### src/hw/rtl/smed_pkg.sv
`default_nettype none
package smed_pkg;

  // store geometry and field widths
  localparam int DEPTH        = 256;
  localparam int SAMPLE_WIDTH = 16;
  localparam int COUNT_WIDTH  = $clog2(DEPTH + 1);
  localparam int REM_WIDTH    = COUNT_WIDTH - 1;

  typedef logic signed [SAMPLE_WIDTH-1:0] sample_t;
  typedef logic [COUNT_WIDTH-1:0]         count_t;
  typedef logic [REM_WIDTH-1:0]           rem_t;

  // sequencer states
  typedef enum logic {
    ST_FILL,
    ST_SHIFT
  } state_t;

  // control word from sequencer to the cell row
  typedef struct packed {
    logic    insert;
    logic    shift;
    sample_t sample;
  } chain_ctl_t;

endpackage
`default_nettype wire

### src/hw/rtl/smed_in_if.sv
`default_nettype none
interface smed_in_if;
  import smed_pkg::*;

  logic    valid;
  logic    ready;
  sample_t sample;
  logic    sample_valid;
  logic    last;

  modport source (output valid, output sample, output sample_valid, output last,
                  input ready);
  modport sink   (input valid, input sample, input sample_valid, input last,
                  output ready);
endinterface
`default_nettype wire

### src/hw/rtl/smed_out_if.sv
`default_nettype none
interface smed_out_if;
  import smed_pkg::*;

  logic    valid;
  logic    ready;
  sample_t median;
  count_t  set_count;
  logic    overflow;

  modport source (output valid, output median, output set_count, output overflow,
                  input ready);
  modport sink   (input valid, input median, input set_count, input overflow,
                  output ready);
endinterface
`default_nettype wire

### src/hw/rtl/smed_ctrl.sv
`default_nettype none
module smed_ctrl (
  input  wire logic              clk,
  input  wire logic              rst,
  smed_in_if.sink                samples,
  smed_out_if.source             result,
  input  wire smed_pkg::sample_t head0,
  input  wire smed_pkg::sample_t head1,
  output smed_pkg::chain_ctl_t   ctl,
  output smed_pkg::count_t       held_count
);
  import smed_pkg::*;

  state_t state, state_next;
  logic   dropped;
  rem_t   remain;

  logic   accept, full, ins, drop_next, out_free, load;
  count_t count_next;
  count_t close_dec;
  logic signed [SAMPLE_WIDTH:0] pair_sum;
  logic signed [SAMPLE_WIDTH:0] pair_adj;
  sample_t median_next;

  assign accept     = samples.valid && samples.ready;
  assign full       = held_count == COUNT_WIDTH'(DEPTH);
  assign ins        = accept && samples.sample_valid && !full;
  assign drop_next  = dropped || (samples.sample_valid && full);
  assign count_next = held_count + COUNT_WIDTH'(samples.sample_valid && !full);
  assign close_dec  = (count_next == '0) ? '0 : count_next - 1'b1;
  assign out_free   = !result.valid || result.ready;
  assign load       = (state == ST_SHIFT) && (remain == '0) && out_free;

  // next state
  always_comb begin
    state_next = state;
    case (state)
      ST_FILL:  if (accept && samples.last) state_next = ST_SHIFT;
      ST_SHIFT: if (load) state_next = ST_FILL;
      default:  state_next = ST_FILL;
    endcase
  end

  // outputs of the sequencer
  always_comb begin
    samples.ready = 1'b0;
    ctl.shift     = 1'b0;
    case (state)
      ST_FILL:  samples.ready = 1'b1;
      ST_SHIFT: ctl.shift = remain != '0;
      default:  samples.ready = 1'b0;
    endcase
    ctl.insert = ins;
    ctl.sample = samples.sample;
  end

  // middle pair after the shifts sits at the head; halve toward zero
  always_comb begin
    pair_sum = {head0[SAMPLE_WIDTH-1], head0} + {head1[SAMPLE_WIDTH-1], head1};
    pair_adj = pair_sum + {{SAMPLE_WIDTH{1'b0}}, pair_sum[SAMPLE_WIDTH]};
    if (held_count == '0) begin
      median_next = '0;
    end else if (!held_count[0]) begin
      median_next = pair_adj[SAMPLE_WIDTH:1];
    end else begin
      median_next = head0;
    end
  end

  // control registers
  always_ff @(posedge clk) begin
    if (rst) begin
      state      <= ST_FILL;
      held_count <= '0;
      dropped    <= 1'b0;
      remain     <= '0;
      result.valid <= 1'b0;
    end else begin
      state <= state_next;
      if (accept) begin
        held_count <= count_next;
        dropped    <= drop_next;
        remain     <= close_dec[COUNT_WIDTH-1:1];
      end else if (state == ST_SHIFT && remain != '0) begin
        remain <= remain - 1'b1;
      end
      if (load) begin
        held_count   <= '0;
        dropped      <= 1'b0;
        result.valid <= 1'b1;
      end else if (result.ready) begin
        result.valid <= 1'b0;
      end
    end
  end

  // result word
  always_ff @(posedge clk) begin
    if (load) begin
      result.median    <= median_next;
      result.set_count <= held_count;
      result.overflow  <= dropped;
    end
  end

endmodule
`default_nettype wire

### src/flat_wrapper.sv
// flat-port wrapper written by rule: the top's interface ports become plain ports
module smed_ctrl_flat import smed_pkg::*;
  (clk, rst, head0, head1, ctl, held_count, samples_valid, samples_sample, samples_sample_valid, samples_last, samples_ready, result_valid, result_median, result_set_count, result_overflow, result_ready);
  smed_in_if samples_i ();
  smed_out_if result_i ();
  input  wire logic clk;
  input  wire logic rst;
  input  wire smed_pkg::sample_t head0;
  input  wire smed_pkg::sample_t head1;
  output smed_pkg::chain_ctl_t ctl;
  output smed_pkg::count_t held_count;
  input wire logic [$bits(samples_i.valid)-1:0] samples_valid;
  input wire logic [$bits(samples_i.sample)-1:0] samples_sample;
  input wire logic [$bits(samples_i.sample_valid)-1:0] samples_sample_valid;
  input wire logic [$bits(samples_i.last)-1:0] samples_last;
  output wire logic [$bits(samples_i.ready)-1:0] samples_ready;
  output wire logic [$bits(result_i.valid)-1:0] result_valid;
  output wire logic [$bits(result_i.median)-1:0] result_median;
  output wire logic [$bits(result_i.set_count)-1:0] result_set_count;
  output wire logic [$bits(result_i.overflow)-1:0] result_overflow;
  input wire logic [$bits(result_i.ready)-1:0] result_ready;
  assign samples_i.valid = samples_valid;
  assign samples_i.sample = samples_sample;
  assign samples_i.sample_valid = samples_sample_valid;
  assign samples_i.last = samples_last;
  assign samples_ready = samples_i.ready;
  assign result_valid = result_i.valid;
  assign result_median = result_i.median;
  assign result_set_count = result_i.set_count;
  assign result_overflow = result_i.overflow;
  assign result_i.ready = result_ready;
  smed_ctrl u_core (.clk(clk), .rst(rst), .samples(samples_i), .result(result_i), .head0(head0), .head1(head1), .ctl(ctl), .held_count(held_count));
endmodule
### config.mk
export PLATFORM = sky130hd
export DESIGN_NAME = smed_ctrl_flat
export DESIGN_NICKNAME = d
export VERILOG_FILES = /design/src/hw/rtl/smed_pkg.sv /design/src/hw/rtl/smed_in_if.sv /design/src/hw/rtl/smed_out_if.sv /design/src/hw/rtl/smed_ctrl.sv /design/src/flat_wrapper.sv
export SDC_FILE = /design/constraint.sdc
export NUM_CORES = 1
export LEC_CHECK = 0
export ABC_AREA = 1
export BUFFER_PORTS_ARGS = -buffer_cell sky130_fd_sc_hd__buf_2
export CORE_ASPECT_RATIO = 2
export CORE_UTILIZATION = 55
export CTS_BUF_LIST = sky130_fd_sc_hd__clkbuf_2
export CTS_CLUSTER_SIZE = 10
export DETAILED_ROUTE_END_ITERATION = 10
export HOLD_SLACK_MARGIN = 0.05
export PLACE_DENSITY = 0.83
export SYNTH_ARGS = -nofsm -noshare
export SYNTH_HDL_FRONTEND = slang
export SYNTH_SLANG_ARGS = --single-unit
### constraint.sdc
create_clock -name clk -period 3.75 [get_ports clk]
set_clock_uncertainty 0.1 [all_clocks]
set_input_delay 0.75 -clock clk [delete_from_list [all_inputs] [get_ports clk]]
set_output_delay 0.75 -clock clk [all_outputs]
set_load 0.01 [all_outputs]
== After elaboration in Yosys (flattened, before gate mapping) ==
Cells that the tools add are included.

* $add $sub $neg: 5
* Equality and inequality tests: 1
* Muxes and demuxes: 11
* Bitwise logic cells: 1
* Reduce and logical (&&, ||, !) cells: 20

{| class="wikitable"
|+ Operators with widths
! kind !! count
|-
| 9-bit logical NOT || 2
|-
| 16-bit by 16-bit adder with 17-bit output || 1
|-
| 17-bit by 1-bit adder with 17-bit output || 1
|-
| 16-bit two-way mux || 1
|-
| 8-bit two-way mux || 2
|-
| 9-bit by 1-bit adder with 9-bit output || 1
|-
| 9-bit equality test, second input constant || 1
|-
| 1-bit logical AND || 9
|-
| 9-bit two-way mux || 1
|-
| 9-bit by 1-bit subtractor with 9-bit output, second input constant || 1
|-
| 8-bit logical NOT || 1
|-
| 8-bit nonzero test || 1
|-
| 8-bit by 1-bit subtractor with 8-bit output, second input constant || 1
|-
| 1-bit two-way mux || 6
|-
| 2-bit nonzero test || 2
|-
| 1-bit logical NOT || 2
|-
| 1-bit logical OR || 2
|-
| 1-bit case mux with 2 select lines || 1
|-
| 2-bit OR reduction || 1
|-
| 1-bit NOT || 1
|}

* Bits in registers: 46
* Bits of input ports: 54
* Output and inout port bits: 55

== Longest topological paths before layout ==
* Word-level depth: 7
* Depth in mapped cells: 25

== Worst setup path after synthesis ==
OpenSTA, ideal clock, no wires.

* Kind: input to register
* Start point: input head0[0]
* End point: register u_core.result.median[11] (data pin)
* Arrival: 3.111 ns
* Setup slack: 0.280 ns
* Cell stages on the path: 23
* Path buffers: 0
* Cell sequence: ha_1 inv_1 fa_1 inv_1 nand3_2 nand2_2 nand2_2 nand2_1 nand2_1 nand2_1 nand2_1 nand2_2 nand2_1 inv_1 ha_1 nand2_1 nor2_4 nand3_4 nor2_8 nand2_4 nor2_4 xor2_1 a21oi_1

* Longest elaborated chain between the ends: 3

{| class="wikitable"
|+ Ends and longest elaborated chain
! item !! line !! RTL
|-
| start, declared || flat_wrapper.sv:8 || <nowiki>input wire smed_pkg::sample_t head0;</nowiki>
|-
| 16-bit by 16-bit adder with 17-bit output || smed_ctrl.sv:59 || <nowiki>pair_sum = {head0[SAMPLE_WIDTH-1], head0} + {head1[SAMPLE_WIDTH-1], head1};</nowiki>
|-
| 17-bit by 1-bit adder with 17-bit output || smed_ctrl.sv:60 || <nowiki>pair_adj = pair_sum + {{SAMPLE_WIDTH{1'b0}}, pair_sum[SAMPLE_WIDTH]};</nowiki>
|-
| 16-bit two-way mux || smed_ctrl.sv:63 || <nowiki>end else if (!held_count[0]) begin</nowiki>
|-
| end signal, assigned || smed_ctrl.sv:100 || <nowiki>result.median <= median_next;</nowiki>
|-
| end, declared || smed_out_if.sv:11 || <nowiki>modport source (output valid, output median, output set_count, output overflow,</nowiki>
|}

No other way between the ends.
A chain may end at the register's enable or synchronous reset.

== Worst setup path in the final report ==
Ends and elaborated chain as after synthesis.

==> impl_results.md <==
* Crit path kind: in -> reg
* #FFs+latches synth at 46
* Relative slew slack at 51.9%
* Multi-input logic area at 2370 um2
* Area of the die at 7830 um2
* Critical Path RT at 3.85 ns
* Final WL at 10500 um
* Initial antenna violation count at 0
* DP HPWL at 8700 um
* Gr ovfl total at 0
* Largest net degree at the start of global routing at 27
* Fin Setup TNS at 0 ns
* Syn_nets at 689
* Final setup violation count at 0
* I/O Buffers at 76
* Crit path max fanout at 4
* Mean post-synth cell area at 6.69 um2
* CTS hold repair buffers at 0
* Final instance area at 4580 um2
* Crit path DAT at 3.40 ns
* Detail Route Antenna Nets at 0
* DP Area at 4520 um2
* Post-CTS Setup Inserts at 0
* Crit-path cells: buf_2, ha_1, inv_1, fa_1, inv_1, nand3_2, nand2_2, nand2_2, nand2_1, nand2_1, nand2_1, nand2_1, nand2_2, nand2_1, inv_1, ha_1, nand2_1, nor2_4, nand3_4, nor2_8, nand2_4, nor2_4, xor2_1, a21oi_1
* Htree depth at 2
* Worst path slowest cell: fa_1
* Antenna Cells at 0
* Crit. End Element: register
* Clock tree buffer depth at 2
* GR Util All Layers at 28.5%
* Run status: finished, final reports clean
* Slew @ Worst Pin at 0.720 ns
* VDD IR max at 0.000127 V
* Top cells by area, synth: edfxtp_1 (19%), nand2_1 (14%), dfxtp_1 (9.8%)
* Leak at 2.41 nW
* Setup slack, reg-to-reg at 0.70 ns
* Total number of vias at 4034
* IO Pins at 109
* Seq/Total Area, Yosys at 28.8%
* Critical Path Start Type: input port
* Number of max-cap violations at 0
* Fillers at 675
* Leading cell type in the layout, fill and taps excluded: nand2_1
* Slew Viols, Final at 0
* Worst-Skew Late Latency at 0.43 ns
* Period utilisation layout at 88.0%
* Clock-pin slew on the worst setup and hold paths at 0.22 ns
* Root Buffer Master: clkbuf_2
* Core area at 7210 um2
* Yosys top cell area share at 19.0%
* RSZ-0062 raised after global routing: false
* Clk sink count at 46
* Final core occ at 63.4%
* Cts repair resizes at 0
* Initial Util at 56.9%
* Number of global-route vias before repair at 3915
* Most frequent cells in the layout: nand2_1 (153), inv_1 (96), buf_2 (76)
* Sequential cell area at 1180 um2
* Pwr Total at 1.46 mW
* Routed length per placed instance at 13.5 um
* Row count at 44
* First-pass GRT wire length at 17100 um
* Post-synth EDFFs at 26
* Worst hold path type: reg -> reg
* Main synth FF type: edfxtp_1
* Post-synthesis cell type count at 38
* Die width at 63.1 um
* Post-Syn Instances at 613
* Mapped Area at 4100 um2
* Area leader, netlist: edfxtp_1
* Final Hold Vio Count at 0
* Fin nets at 758
* Num CTS Buffers at 5
* Drt pass-1 iters at 7
* DR iter-0 viols at 226
* Share of cells above drive strength 1 at 21.6%
* Tmin final at 3.30 ns
* Pwr/cell area at 318 nW/um2
* Vias/cell at 5.21
* Gp weighted congestion at 0.935
* Async set-reset flop share out of synthesis at 0%
* CP dominant cell by count: nand2_1
* Chip Height at 124 um
* DRC Markers at 0
* Ys Warns at 0
* Peak Freq at 0.303 GHz
* P&R area growth vs syn at 11.6%
* Largest stage delay on the critical path at 0.41 ns
* CTS tree: done
[cell usage after synthesis, types with 2 or more instances]
library cell	count
nor3_2	3
nand3_4	2
nor2_2	5
o21ai_1	3
a21oi_1	35
or2_1	2
edfxtp_1	26
inv_2	6
nor2_4	5
a211oi_1	3
buf_2	4
or2_2	4
xnor2_1	4
nor3_1	2
dfxtp_1	20
a21oi_2	3
and2_1	3
inv_1	96
nor2_1	68
a31oi_1	2
nand3b_1	3
ha_1	21
nand2_4	4
buf_4	17
nand4_1	7
nand3_1	49
nand3_2	5
o21ai_0	23
nand2_2	15
nand2_1	153
xor2_1	10
clkbuf_1	4
[metal layers]
layer,vias to the layer above,share of wire [%],track usage (%)
met4,0,5.8,20.1
li1,2067,-,-
met5,-,0,0
met1,1808,33,24.1
met3,37,3.1,3.75
met2,122,58,58.5
[worst max-delay path: cells and delay by family]
family / cells / cell delay, ns
buf+inv: 4 / 0.34
simple gates: 15 / 1.34
fa+ha+maj: 3 / 0.75
xor+xnor: 1 / 0.15
compound gates: 1 / 0.08
[final cells by class]
type / count / share of cell area [%]
clock buffers: 5 / 0.547
inverters: 103 / 8.45
flip-flops and latches: 46 / 25.8
multi-input cells: 439 / 51.8
clock inverters: 2 / 0.738
repair buffers: 87 / 10.1
well taps: 92 / 2.52
[per-stage QoR]
step                      setup slack, ns  hold slack, ns  cells
after floorplan                     0.280           0.308    613
after global placement             0.0861           0.324    767
after detailed placement          -0.0301           0.326    767
after CTS                           0.476           0.364    774
after global routing                0.215           0.357    774
final                               0.451           0.369    774
[sequential cells by signal (all words and copies together), names as in the netlist]
register / count
u_core.result.median: 16
u_core.held_count: 9
u_core.result.set_count: 9
u_core.remain: 8
u_core.dropped: 1
u_core.result.overflow: 1
u_core.result.valid: 1
u_core.state: 1
[power by group]
| group | internal, mW | switching (mW) | leakage [nW] |
|---|---|---|---|
| clock | 0.107 | 0.156 | 0.0365 |
| sequential | 0.569 | 0.0176 | 0.403 |
| combinational | 0.215 | 0.391 | 1.97 |
[cell families after synthesis]
family | count (synthesis) | share of synthesized area [%]
buf+inv | 128 | 13.4
fa+ha+maj | 22 | 6.89
flops | 46 | 28.8
xor+xnor | 15 | 3.39
simple gates | 332 | 38.4
compound gates | 70 | 9.12
[path summary, 6_finish.rpt]
| check | cells past startpoint | start | to |
|---|---|---|---|
| min | 2 | u_core.dropped | u_core.dropped |
| max reg2reg | 16 | u_core.held_count[7] | u_core.remain[4] |
| max | 24 | head0[0] | u_core.result.median[11] |
| min reg2reg | 2 | u_core.dropped | u_core.dropped |
No activity file was read; power rests on OpenSTA's default activity.
